==> config.mk <==
export PLATFORM = sky130hd
export DESIGN_NAME = work_break_phase_timer_flat
export DESIGN_NICKNAME = d
export VERILOG_FILES = /design/src/rtl/wbpt_pkg.sv /design/src/rtl/wbpt_in_if.sv /design/src/rtl/wbpt_out_if.sv /design/src/rtl/wbpt_ram.sv /design/src/rtl/work_break_phase_timer.sv /design/src/flat_wrapper.sv
export SDC_FILE = /design/constraint.sdc
export NUM_CORES = 2
export LEC_CHECK = 0
export BUFFER_PORTS_ARGS = -buffer_cell sky130_fd_sc_hd__buf_2
export CORE_MARGIN = 8
export CORE_UTILIZATION = 50
export DETAILED_ROUTE_END_ITERATION = 16
export GPL_TIMING_DRIVEN = 0
export MAX_ROUTING_LAYER = met4
export PLACE_DENSITY = 0.71
export REMOVE_ABC_BUFFERS = 1
export SYNTH_ARGS = -nofsm -noshare
export SYNTH_HDL_FRONTEND = slang
export SYNTH_HIERARCHICAL = 1
export SYNTH_SLANG_ARGS = --single-unit
==> constraint.sdc <==
create_clock -name clk -period 8.6 [get_ports clk]
set_input_delay 0.86 -clock clk [delete_from_list [all_inputs] [get_ports clk]]
set_output_delay 0.86 -clock clk [all_outputs]
set_load 0.005 [all_outputs]
==> src/rtl/wbpt_pkg.sv <==
package wbpt_pkg;

    // Operation codes carried by an input request.
    localparam logic [2:0] OP_TICK   = 3'd0;
    localparam logic [2:0] OP_START  = 3'd1;
    localparam logic [2:0] OP_PAUSE  = 3'd2;
    localparam logic [2:0] OP_RESET  = 3'd3;
    localparam logic [2:0] OP_SELECT = 3'd4;
    localparam logic [2:0] OP_CLEAR  = 3'd5;

    // Phase codes.
    localparam logic [1:0] PH_WORK  = 2'd0;
    localparam logic [1:0] PH_SHORT = 2'd1;
    localparam logic [1:0] PH_LONG  = 2'd2;

    // Configuration register indexes.
    localparam int CFG_IDX_W  = 3;
    localparam int CFG_DATA_W = 8;
    localparam logic [CFG_IDX_W-1:0] CFG_COUNT_MODE  = 3'd0;
    localparam logic [CFG_IDX_W-1:0] CFG_WORK_MIN    = 3'd1;
    localparam logic [CFG_IDX_W-1:0] CFG_SHORT_MIN   = 3'd2;
    localparam logic [CFG_IDX_W-1:0] CFG_LONG_MIN    = 3'd3;
    localparam logic [CFG_IDX_W-1:0] CFG_LONG_EVERY  = 3'd4;

    // Task table geometry.
    localparam int TASK_SLOTS = 64;
    localparam int TASK_IDX_W = (TASK_SLOTS > 1) ? $clog2(TASK_SLOTS) : 1;

    // Field widths.
    localparam int OP_W    = 3;
    localparam int TID_W   = 6;
    localparam int SEC_W   = 32;
    localparam int CNT_W   = 16;
    localparam int MIN_W   = 8;
    localparam int EVERY_W = 4;
    localparam int REM_W   = 14;

    localparam int SECS_PER_MIN = 60;
    localparam int REM_MAX      = ((1 << MIN_W) - 1) * SECS_PER_MIN;

    localparam logic [EVERY_W-1:0] CYCLES_MAX = '1;

    localparam logic [MIN_W-1:0]   RST_WORK_MIN  = 8'd25;
    localparam logic [MIN_W-1:0]   RST_SHORT_MIN = 8'd5;
    localparam logic [MIN_W-1:0]   RST_LONG_MIN  = 8'd15;
    localparam logic [EVERY_W-1:0] RST_EVERY     = 4'd4;

    typedef logic [SEC_W-1:0] sec_t;

    function automatic logic [REM_W-1:0] min_to_secs(input logic [MIN_W-1:0] m);
        logic [REM_W-1:0] r;
        r = REM_W'(m) * REM_W'(SECS_PER_MIN);
        return r;
    endfunction

    function automatic sec_t sat_inc32(input sec_t v);
        sec_t r;
        r = (v == '1) ? v : v + SEC_W'(1);
        return r;
    endfunction

    function automatic logic [CNT_W-1:0] sat_inc16(input logic [CNT_W-1:0] v);
        logic [CNT_W-1:0] r;
        r = (v == '1) ? v : v + CNT_W'(1);
        return r;
    endfunction

endpackage

==> src/rtl/wbpt_in_if.sv <==
interface wbpt_in_if;
    logic                        valid;
    logic                        ready;
    logic [wbpt_pkg::OP_W-1:0]   operation;
    logic [wbpt_pkg::TID_W-1:0]  task_id;

    modport source (output valid, output operation, output task_id, input ready);
    modport sink   (input valid, input operation, input task_id, output ready);
endinterface

==> src/rtl/wbpt_out_if.sv <==
interface wbpt_out_if;
    logic                        valid;
    logic                        ready;
    wbpt_pkg::sec_t              shown_seconds;
    logic [1:0]                  phase;
    logic                        running;
    logic                        phase_changed;
    logic                        work_phase_done;
    logic                        session_valid;
    wbpt_pkg::sec_t              session_seconds;
    wbpt_pkg::sec_t              today_seconds;
    wbpt_pkg::sec_t              total_seconds;
    logic [wbpt_pkg::CNT_W-1:0]  done_count;
    logic                        task_active;
    wbpt_pkg::sec_t              task_seconds;

    modport source (
        output valid, output shown_seconds, output phase, output running,
        output phase_changed, output work_phase_done, output session_valid,
        output session_seconds, output today_seconds, output total_seconds,
        output done_count, output task_active, output task_seconds,
        input ready
    );
    modport sink (
        input valid, input shown_seconds, input phase, input running,
        input phase_changed, input work_phase_done, input session_valid,
        input session_seconds, input today_seconds, input total_seconds,
        input done_count, input task_active, input task_seconds,
        output ready
    );
endinterface

==> src/rtl/wbpt_ram.sv <==
module wbpt_ram #(
    parameter int WIDTH = 32,
    parameter int DEPTH = 64
) (
    input  logic                                    clk,
    input  logic                                    we,
    input  logic [((DEPTH > 1) ? $clog2(DEPTH) : 1)-1:0] waddr,
    input  logic [WIDTH-1:0]                        wdata,
    input  logic                                    re,
    input  logic [((DEPTH > 1) ? $clog2(DEPTH) : 1)-1:0] raddr,
    output logic [WIDTH-1:0]                        rdata
);

    logic [WIDTH-1:0] mem [DEPTH];

    // Read-first: a read at the address being written returns the old word.
    always_ff @(posedge clk)
    begin
        if (we)
        begin
            mem[waddr] <= wdata;
        end
        if (re)
        begin
            rdata <= mem[raddr];
        end
    end

endmodule

==> src/rtl/work_break_phase_timer.sv <==
// Channel | Dir | Payload                                           | Handshake
// evt     | in  | operation, task_id                                | valid/ready
// res     | out | shown_seconds .. task_seconds (one per request)   | valid/ready
// cfg     | in  | cfg_index, cfg_data                               | cfg_write
//
// One request is accepted every cycle while results are taken; each result
// passes from its request through the execute register to the result register.
// The task table lives in a RAM with a registered read, so the entry of the
// current task is read when the request is accepted and used in the execute register.
// Reset clears all control state and the per-entry valid bits of the task
// table at once; there is no clearing pass, an entry never written reads zero.
// A stalled result holds the result register; one more request can still
// enter the execute register, after which the input side waits.

module work_break_phase_timer (
    input  logic                              clk,
    input  logic                              rst_n,
    input  logic                              cfg_write,
    input  logic [wbpt_pkg::CFG_IDX_W-1:0]    cfg_index,
    input  logic [wbpt_pkg::CFG_DATA_W-1:0]   cfg_data,
    wbpt_in_if.sink                           evt,
    wbpt_out_if.source                        res
);

    // ------------------------------------------------------------------
    // Configuration registers. The lengths and spacing are only read when a phase is loaded.
    // ------------------------------------------------------------------
    logic                                count_mode_reg;
    logic [wbpt_pkg::MIN_W-1:0]          work_min_reg;
    logic [wbpt_pkg::MIN_W-1:0]          short_min_reg;
    logic [wbpt_pkg::MIN_W-1:0]          long_min_reg;
    logic [wbpt_pkg::EVERY_W-1:0]        long_every_reg;

    always_ff @(posedge clk or negedge rst_n)
    begin
        if (!rst_n)
        begin
            count_mode_reg <= 1'b0;
            work_min_reg   <= wbpt_pkg::RST_WORK_MIN;
            short_min_reg  <= wbpt_pkg::RST_SHORT_MIN;
            long_min_reg   <= wbpt_pkg::RST_LONG_MIN;
            long_every_reg <= wbpt_pkg::RST_EVERY;
        end
        else if (cfg_write)
        begin
            case (cfg_index)
                wbpt_pkg::CFG_COUNT_MODE: count_mode_reg <= cfg_data[0];
                wbpt_pkg::CFG_WORK_MIN:   work_min_reg   <= cfg_data;
                wbpt_pkg::CFG_SHORT_MIN:  short_min_reg  <= cfg_data;
                wbpt_pkg::CFG_LONG_MIN:   long_min_reg   <= cfg_data;
                wbpt_pkg::CFG_LONG_EVERY: long_every_reg <= cfg_data[wbpt_pkg::EVERY_W-1:0];
                default: ;
            endcase
        end
    end

    // ------------------------------------------------------------------
    // Handshake and pipeline control.
    // ------------------------------------------------------------------
    logic s1_valid_reg;
    logic res_valid_reg;
    logic s1_adv;
    logic fire;
    logic acc;

    assign s1_adv    = !res_valid_reg || res.ready;
    assign fire      = s1_valid_reg && s1_adv;
    assign evt.ready = !s1_valid_reg || s1_adv;
    assign acc       = evt.valid && evt.ready;
    assign res.valid = res_valid_reg;

    // ------------------------------------------------------------------
    // Front end: the task selection depends on nothing but the request, so
    // it is resolved at acceptance and the table entry is read right away.
    // ------------------------------------------------------------------
    logic                              task_valid_reg;
    logic [wbpt_pkg::TASK_IDX_W-1:0]   task_index_reg;
    logic                              task_valid_next;
    logic [wbpt_pkg::TASK_IDX_W-1:0]   task_index_next;

    always_comb
    begin
        task_valid_next = task_valid_reg;
        task_index_next = task_index_reg;
        case (evt.operation)
            wbpt_pkg::OP_SELECT:
            begin
                if (32'(evt.task_id) < wbpt_pkg::TASK_SLOTS)
                begin
                    task_valid_next = 1'b1;
                    task_index_next = wbpt_pkg::TASK_IDX_W'(evt.task_id);
                end
            end
            wbpt_pkg::OP_CLEAR: task_valid_next = 1'b0;
            default: ;
        endcase
    end

    // Task table RAM and the valid bit of each entry.
    logic                              ram_we;
    logic [wbpt_pkg::TASK_IDX_W-1:0]   ram_waddr;
    wbpt_pkg::sec_t                    ram_wdata;
    wbpt_pkg::sec_t                    ram_rdata;
    logic [wbpt_pkg::TASK_SLOTS-1:0]   entry_ok_reg;

    wbpt_ram #(
        .WIDTH (wbpt_pkg::SEC_W),
        .DEPTH (wbpt_pkg::TASK_SLOTS)
    ) u_task_ram (
        .clk   (clk),
        .we    (ram_we),
        .waddr (ram_waddr),
        .wdata (ram_wdata),
        .re    (acc),
        .raddr (task_index_next),
        .rdata (ram_rdata)
    );

    always_ff @(posedge clk or negedge rst_n)
    begin
        if (!rst_n)
        begin
            entry_ok_reg <= '0;
        end
        else if (ram_we)
        begin
            entry_ok_reg[ram_waddr] <= 1'b1;
        end
    end

    // Execute register. When the request ahead writes the very entry that is
    // read at acceptance, the RAM returns the old word, so the new word is
    // forwarded instead.
    logic [wbpt_pkg::OP_W-1:0]         s1_op_reg;
    logic                              s1_tvalid_reg;
    logic [wbpt_pkg::TASK_IDX_W-1:0]   s1_tidx_reg;
    logic                              s1_fwd_reg;
    wbpt_pkg::sec_t                    s1_fwd_data_reg;
    logic                              s1_zero_reg;

    always_ff @(posedge clk or negedge rst_n)
    begin
        if (!rst_n)
        begin
            s1_valid_reg   <= 1'b0;
            task_valid_reg <= 1'b0;
            task_index_reg <= '0;
        end
        else
        begin
            if (acc)
            begin
                s1_valid_reg   <= 1'b1;
                task_valid_reg <= task_valid_next;
                task_index_reg <= task_index_next;
            end
            else if (fire)
            begin
                s1_valid_reg <= 1'b0;
            end
        end
    end

    always_ff @(posedge clk)
    begin
        if (acc)
        begin
            s1_op_reg       <= evt.operation;
            s1_tvalid_reg   <= task_valid_next;
            s1_tidx_reg     <= task_index_next;
            s1_fwd_reg      <= ram_we && (ram_waddr == task_index_next);
            s1_fwd_data_reg <= ram_wdata;
            s1_zero_reg     <= !entry_ok_reg[task_index_next];
        end
    end

    // ------------------------------------------------------------------
    // Timer state and the execute logic for one request.
    // ------------------------------------------------------------------
    logic [1:0]                        phase_reg,   phase_next;
    logic [wbpt_pkg::REM_W-1:0]        remain_reg,  remain_next;
    logic [wbpt_pkg::EVERY_W-1:0]      cycles_reg,  cycles_next;
    logic                              run_reg,     run_next;
    wbpt_pkg::sec_t                    elapsed_reg, elapsed_next;
    wbpt_pkg::sec_t                    start_reg,   start_next;
    wbpt_pkg::sec_t                    today_reg,   today_next;
    wbpt_pkg::sec_t                    total_reg,   total_next;
    logic [wbpt_pkg::CNT_W-1:0]        phases_reg,  phases_next;

    logic                              changed;
    logic                              done;
    logic                              sess_valid;
    wbpt_pkg::sec_t                    sess_secs;
    logic                              count_work;
    logic [wbpt_pkg::EVERY_W-1:0]      cycles_inc;
    wbpt_pkg::sec_t                    diff_a;
    wbpt_pkg::sec_t                    diff_b;
    wbpt_pkg::sec_t                    task_cur;
    wbpt_pkg::sec_t                    task_out;

    // Seconds worked in a session: the countdown runs from the start mark
    // down to what remains, the stopwatch from the start mark up.
    assign diff_a = count_mode_reg ? elapsed_reg : start_reg;
    assign diff_b = count_mode_reg ? start_reg : wbpt_pkg::SEC_W'(remain_reg);

    assign cycles_inc = (cycles_reg == wbpt_pkg::CYCLES_MAX) ? cycles_reg
                                                             : cycles_reg + 4'd1;

    always_comb
    begin
        phase_next   = phase_reg;
        remain_next  = remain_reg;
        cycles_next  = cycles_reg;
        run_next     = run_reg;
        elapsed_next = elapsed_reg;
        start_next   = start_reg;
        phases_next  = phases_reg;
        changed      = 1'b0;
        done         = 1'b0;
        sess_valid   = 1'b0;
        sess_secs    = '0;
        count_work   = 1'b0;

        case (s1_op_reg)
            wbpt_pkg::OP_TICK:
            begin
                if (run_reg)
                begin
                    if (!count_mode_reg)
                    begin
                        if (remain_reg != '0)
                        begin
                            remain_next = remain_reg - 14'd1;
                            count_work  = (phase_reg == wbpt_pkg::PH_WORK);
                        end
                        else if (phase_reg == wbpt_pkg::PH_WORK)
                        begin
                            // A finished work phase leads into a break; every
                            // long_break_every-th one into the long break.
                            phases_next = wbpt_pkg::sat_inc16(phases_reg);
                            done        = 1'b1;
                            changed     = 1'b1;
                            if (cycles_inc >= long_every_reg)
                            begin
                                phase_next  = wbpt_pkg::PH_LONG;
                                remain_next = wbpt_pkg::min_to_secs(long_min_reg);
                                cycles_next = '0;
                            end
                            else
                            begin
                                phase_next  = wbpt_pkg::PH_SHORT;
                                remain_next = wbpt_pkg::min_to_secs(short_min_reg);
                                cycles_next = cycles_inc;
                            end
                        end
                        else
                        begin
                            phase_next  = wbpt_pkg::PH_WORK;
                            remain_next = wbpt_pkg::min_to_secs(work_min_reg);
                            changed     = 1'b1;
                        end
                    end
                    else
                    begin
                        elapsed_next = wbpt_pkg::sat_inc32(elapsed_reg);
                        count_work   = 1'b1;
                    end
                end
            end
            wbpt_pkg::OP_START:
            begin
                if (!run_reg)
                begin
                    run_next   = 1'b1;
                    start_next = count_mode_reg ? elapsed_reg
                                                : wbpt_pkg::SEC_W'(remain_reg);
                end
            end
            wbpt_pkg::OP_PAUSE:
            begin
                if (run_reg)
                begin
                    run_next = 1'b0;
                    if (count_mode_reg || (phase_reg == wbpt_pkg::PH_WORK))
                    begin
                        if (diff_a > diff_b)
                        begin
                            sess_valid = 1'b1;
                            sess_secs  = diff_a - diff_b;
                        end
                    end
                end
            end
            wbpt_pkg::OP_RESET:
            begin
                run_next = 1'b0;
                if (!count_mode_reg)
                begin
                    phase_next  = wbpt_pkg::PH_WORK;
                    remain_next = wbpt_pkg::min_to_secs(work_min_reg);
                    cycles_next = '0;
                    changed     = 1'b1;
                end
                else
                begin
                    elapsed_next = '0;
                end
            end
            default: ;
        endcase
    end

    assign today_next = count_work ? wbpt_pkg::sat_inc32(today_reg) : today_reg;
    assign total_next = count_work ? wbpt_pkg::sat_inc32(total_reg) : total_reg;

    // Current value of the selected task's entry, then its update.
    assign task_cur = s1_fwd_reg  ? s1_fwd_data_reg :
                      s1_zero_reg ? '0 : ram_rdata;

    assign ram_we    = fire && count_work && s1_tvalid_reg;
    assign ram_waddr = s1_tidx_reg;
    assign ram_wdata = wbpt_pkg::sat_inc32(task_cur);

    assign task_out = !s1_tvalid_reg ? '0 :
                      (count_work ? ram_wdata : task_cur);

    always_ff @(posedge clk or negedge rst_n)
    begin
        if (!rst_n)
        begin
            phase_reg   <= wbpt_pkg::PH_WORK;
            remain_reg  <= wbpt_pkg::min_to_secs(wbpt_pkg::RST_WORK_MIN);
            cycles_reg  <= '0;
            run_reg     <= 1'b0;
            elapsed_reg <= '0;
            start_reg   <= '0;
            today_reg   <= '0;
            total_reg   <= '0;
            phases_reg  <= '0;
        end
        else if (fire)
        begin
            phase_reg   <= phase_next;
            remain_reg  <= remain_next;
            cycles_reg  <= cycles_next;
            run_reg     <= run_next;
            elapsed_reg <= elapsed_next;
            start_reg   <= start_next;
            today_reg   <= today_next;
            total_reg   <= total_next;
            phases_reg  <= phases_next;
        end
    end

    // ------------------------------------------------------------------
    // Result register.
    // ------------------------------------------------------------------
    always_ff @(posedge clk or negedge rst_n)
    begin
        if (!rst_n)
        begin
            res_valid_reg <= 1'b0;
        end
        else if (s1_adv)
        begin
            res_valid_reg <= s1_valid_reg;
        end
    end

    always_ff @(posedge clk)
    begin
        if (fire)
        begin
            res.shown_seconds   <= count_mode_reg ? elapsed_next
                                                  : wbpt_pkg::SEC_W'(remain_next);
            res.phase           <= phase_next;
            res.running         <= run_next;
            res.phase_changed   <= changed;
            res.work_phase_done <= done;
            res.session_valid   <= sess_valid;
            res.session_seconds <= sess_secs;
            res.today_seconds   <= today_next;
            res.total_seconds   <= total_next;
            res.done_count      <= phases_next;
            res.task_active     <= s1_tvalid_reg;
            res.task_seconds    <= task_out;
        end
    end

    // ------------------------------------------------------------------
    // Assertions.
    // ------------------------------------------------------------------
    a_remain_bound: assert property (@(posedge clk) disable iff (!rst_n)
        32'(remain_reg) <= wbpt_pkg::REM_MAX)
        else $error("remaining seconds beyond the longest phase");

    a_done_to_break: assert property (@(posedge clk) disable iff (!rst_n)
        res_valid_reg && res.work_phase_done |->
            res.phase_changed && (res.phase != wbpt_pkg::PH_WORK))
        else $error("completed work phase did not switch to a break");

    a_idle_task_zero: assert property (@(posedge clk) disable iff (!rst_n)
        res_valid_reg && !res.task_active |-> res.task_seconds == '0)
        else $error("task seconds reported without an active task");

    a_entry_marked: assert property (@(posedge clk) disable iff (!rst_n)
        ram_we |=> entry_ok_reg[$past(ram_waddr)])
        else $error("written task entry not marked valid");

endmodule

==> src/flat_wrapper.sv <==
// flat-port wrapper written by rule: the top's interface ports become plain ports
module work_break_phase_timer_flat 
  (clk, rst_n, cfg_write, cfg_index, cfg_data, evt_valid, evt_operation, evt_task_id, evt_ready, res_valid, res_shown_seconds, res_phase, res_running, res_phase_changed, res_work_phase_done, res_session_valid, res_session_seconds, res_today_seconds, res_total_seconds, res_done_count, res_task_active, res_task_seconds, res_ready);
  wbpt_in_if evt_i ();
  wbpt_out_if res_i ();
  input  logic clk;
  input  logic rst_n;
  input  logic cfg_write;
  input  logic [wbpt_pkg::CFG_IDX_W-1:0] cfg_index;
  input  logic [wbpt_pkg::CFG_DATA_W-1:0] cfg_data;
  input wire logic [$bits(evt_i.valid)-1:0] evt_valid;
  input wire logic [$bits(evt_i.operation)-1:0] evt_operation;
  input wire logic [$bits(evt_i.task_id)-1:0] evt_task_id;
  output wire logic [$bits(evt_i.ready)-1:0] evt_ready;
  output wire logic [$bits(res_i.valid)-1:0] res_valid;
  output wire logic [$bits(res_i.shown_seconds)-1:0] res_shown_seconds;
  output wire logic [$bits(res_i.phase)-1:0] res_phase;
  output wire logic [$bits(res_i.running)-1:0] res_running;
  output wire logic [$bits(res_i.phase_changed)-1:0] res_phase_changed;
  output wire logic [$bits(res_i.work_phase_done)-1:0] res_work_phase_done;
  output wire logic [$bits(res_i.session_valid)-1:0] res_session_valid;
  output wire logic [$bits(res_i.session_seconds)-1:0] res_session_seconds;
  output wire logic [$bits(res_i.today_seconds)-1:0] res_today_seconds;
  output wire logic [$bits(res_i.total_seconds)-1:0] res_total_seconds;
  output wire logic [$bits(res_i.done_count)-1:0] res_done_count;
  output wire logic [$bits(res_i.task_active)-1:0] res_task_active;
  output wire logic [$bits(res_i.task_seconds)-1:0] res_task_seconds;
  input wire logic [$bits(res_i.ready)-1:0] res_ready;
  assign evt_i.valid = evt_valid;
  assign evt_i.operation = evt_operation;
  assign evt_i.task_id = evt_task_id;
  assign evt_ready = evt_i.ready;
  assign res_valid = res_i.valid;
  assign res_shown_seconds = res_i.shown_seconds;
  assign res_phase = res_i.phase;
  assign res_running = res_i.running;
  assign res_phase_changed = res_i.phase_changed;
  assign res_work_phase_done = res_i.work_phase_done;
  assign res_session_valid = res_i.session_valid;
  assign res_session_seconds = res_i.session_seconds;
  assign res_today_seconds = res_i.today_seconds;
  assign res_total_seconds = res_i.total_seconds;
  assign res_done_count = res_i.done_count;
  assign res_task_active = res_i.task_active;
  assign res_task_seconds = res_i.task_seconds;
  assign res_i.ready = res_ready;
  work_break_phase_timer u_core (.clk(clk), .rst_n(rst_n), .cfg_write(cfg_write), .cfg_index(cfg_index), .cfg_data(cfg_data), .evt(evt_i), .res(res_i));
endmodule
==> results.yml <==
grt:
  grt_pass1_vias: 59563
  antenna_found_initial: 7
  grt_pass1_wl_mm: 401
  grt.overflow.total: 0
  track_usage_pct: 24.2
  grt_max_degree: 132
clock_network:
  cts_setup_buffers: 0
  root_buffer: "clkbuf_16"
  cts_tree: "done"
  clk_pin_slew_ns: 0.06
  ctsHtreeMaxLevel: 5
  clock_latency_ns: 0.94
  clkSinkCount: 2574
  cts_made_buffers: 278
  cts_buffer_depth: 4
floorplanning:
  die_h_um: 479
  core_area_mm2: 0.214
  dieArea_mm2: 0.230
  rows: 170
  pin_count: 210
  start_util_pct: 50.2
  die-width_um: 479
worst_setup_path:
  endpoint_kind: "register"
  critical_path_class: "register to register"
  worstPathCellList: "nor2_1 > a22oi_1 > or4_1 > nor4_2 > nor2_1 > nor4b_2 > nand2b_1 > xor2_4 > buf_12"
  reg2reg_slack_ns: 2.28
  critical_path_required_ns: 9.31
  cpMaxStageDelayCell: "nor2_1"
  cp_max_fo: 44
  cp_common_cell: "nor2_1"
  start_kind: "register"
  slowest_delay_ns: 1.28
  critPathArrivalTime_ns: 7.03
sta:
  drv_slew: 0
  relSlewSlack_pct: 1.27
  setup_violations: 0
  tightest_slew_ns: 1.48
  fin_skew_ns: 0.0665
  grt_setup_unrepaired: "false"
  timing.final.crit_share_pct: 73.5
  hold_violations: 0
  period_needed_ns: 6.32
  fmax_ghz: 0.158
drt:
  vias: 60145
  ant_nets: 0
  wl_per_cell_um: 28.8
  wl_mm: 276
  via_per_inst: 6.29
  dr.pass1.iters: 6
  post-route-drc-count: 0
  drt_iter0_drc: 7699
pwr:
  power_leakage_nw: 42.2
  pwr-share-clk_pct: 33.7
  power_mw: 33.6
  p_int_mw: 24.2
  switching_power_mw: 9.44
  seqPwrFrac_pct: 43.8
  p_sw_share_pct: 28.1
  ir_drop_mv: 0.273
  comb_power_share_pct: 22.4
  p_per_area_mw_per_mm2: 272
finish:
  fin_util_pct: 57.8
  largest_reg_flops: 2048
  area_delta_synth_final_pct: 15.3
  num-nets-final: 6677
  drive_above_1_share_pct: 22.9
placement:
  post-dp-hpwl_mm: 169
  gp_congestion: 0.882
  port-buffer-count: 209
logic_synthesis:
  synth_cells: 6170
  syn_area_mm2: 0.107
  yosysSeqAreaShare_pct: 70.8
  syn_avg_cell_area_um2: 17.4
  async_flop_share_pct: 10.4
  yosysWarnings: 6
  synth_seq_cells: 2574
  synth_edf_count: 2307
  ys.flop_type: "edfxtp_1"
  synth.distinct_cells: 91
flow_run:
  maxCapViolations: 0
run_status:
  status: "complete, no violations"
min_path:
  hold_class: "input port to register"
[Yosys cell counts, types with 54 or more instances]
master / count / area (um^2)
mux2i_1: 150 / 1500
edfxtp_1: 2307 / 69300
nor2_1: 329 / 1230
buf_2: 63 / 315
a21o_1: 94 / 706
clkbuf_1: 186 / 698
xnor2_1: 150 / 1310
xor2_1: 99 / 867
o21ai_0: 174 / 871
nand3_1: 103 / 515
and3_1: 54 / 338
mux4_2: 548 / 12300
a21oi_1: 185 / 926
nand2_1: 378 / 1420
dfrtp_1: 250 / 6260
inv_1: 122 / 458
nor3_1: 69 / 345
o22ai_1: 89 / 557
ha_1: 88 / 1100
[critical path: cells and delay by family (launching register included)]
family,cells,cell delay (ns)
flops,1,0.86
compound gates,1,0.68
simple gates,6,3.65
buf+inv,1,0.28
xor+xnor,1,0.58
[layout make-up]
type | count | area [um^2]
Fill cell | 15448 | 90200
Timing Repair Buffer | 401 | 4870
Tap cell | 2838 | 3550
Clock buffer | 329 | 7260
Antenna cell | 8 | 20.0
Clock inverter | 139 | 1250
Multi-Input combinational cell | 3144 | 30400
Inverter | 125 | 502
Sequential cell | 2574 | 76000
[repair_timing]
action,CTS,global route
hold endpoints to repair,42,0
gates resized for setup,0,0
hold buffers,1,0
[final timing paths]
check	end	startpoint	cells after the start
max	u_core/u_task_ram/mem[30][17]	u_core/s1_zero_reg	9
min	u_core/s1_valid_reg	evt_valid	2
max reg2reg	u_core/u_task_ram/mem[30][17]	u_core/s1_zero_reg	9
min reg2reg	u_core/entry_ok_reg[38]	u_core/entry_ok_reg[38]	1
max in group asynchronous	u_core/total_reg[13]	rst_n	4
min in group asynchronous	u_core/phases_reg[8]	rst_n	2
[cells in the final DEF (no fill, tap or decap), types with 37 or more instances in the layout]
master / instances
ha_1: 88
a31oi_1: 44
buf_12: 68
mux4_2: 548
o21ai_0: 173
clkinv_1: 52
and3_1: 54
buf_2: 208
nor2_4: 62
nand3_1: 102
buf_16: 56
buf_8: 44
mux2_2: 38
a21o_1: 94
edfxtp_1: 2307
clkbuf_1: 44
inv_1: 117
nor2_1: 265
o22ai_1: 89
clkinv_2: 45
nand2_1: 375
dfrtp_1: 249
xnor2_1: 132
fa_1: 40
a21oi_1: 183
xor2_1: 90
clkbuf_16: 282
nor3_1: 67
and2_1: 41
nor2b_1: 37
mux2i_1: 146
[power groups by stage]
stage / Clock [mW] / Sequential, mW / Combinational [mW]
global route: 12.0 / 14.8 / 8.11
detailed placement: 0 / 15.0 / 7.45
finish: 11.3 / 14.7 / 7.55
global placement: 0 / 15.1 / 9.38
floorplan: 0 / 15.0 / 6.66
CTS: 11.5 / 14.7 / 7.52
[logic make-up after synthesis]
| group | Yosys count | synth area share (%) |
|---|---|---|
| flip-flops | 2574 | 70.8 |
| buffers and inverters | 452 | 1.81 |
| AND/OR/NAND/NOR | 1229 | 5.53 |
| XOR/XNOR | 249 | 2.03 |
| AO/OA/AOI/OAI | 802 | 4.79 |
| multiplexers | 736 | 13.3 |
| adder cells (fa/ha/maj) | 128 | 1.77 |
[metrics by stage]
stage | worst slack (ns) | setup TNS [ns] | cells | area, um^2 | hold WS (ns)
floorplan | -19.01 | -2657.73 | 5843 | 106000 | 0.427
global placement | -30.81 | - | 8890 | 110000 | 0.436
detailed placement | 1.29 | 0 | 9080 | 115000 | 0.444
CTS | 2.24 | 0 | 9549 | 124000 | 0.144
global route | 2.13 | 0 | 9555 | 124000 | 0.186
finish | 2.28 | 0 | 9558 | 124000 | 0.195
[metal layers]
layer	up-vias	GRT usage, %	share of wire [%]	wire length (um)
met4	0	8.83	4.1	11400
li1	25138	-	-	-
met3	654	4.76	10	27800
met2	3459	38.6	48	133000
met1	30894	31.2	38	103000
met5	-	-	0	0
No activity file was read; power rests on OpenSTA's default activity.
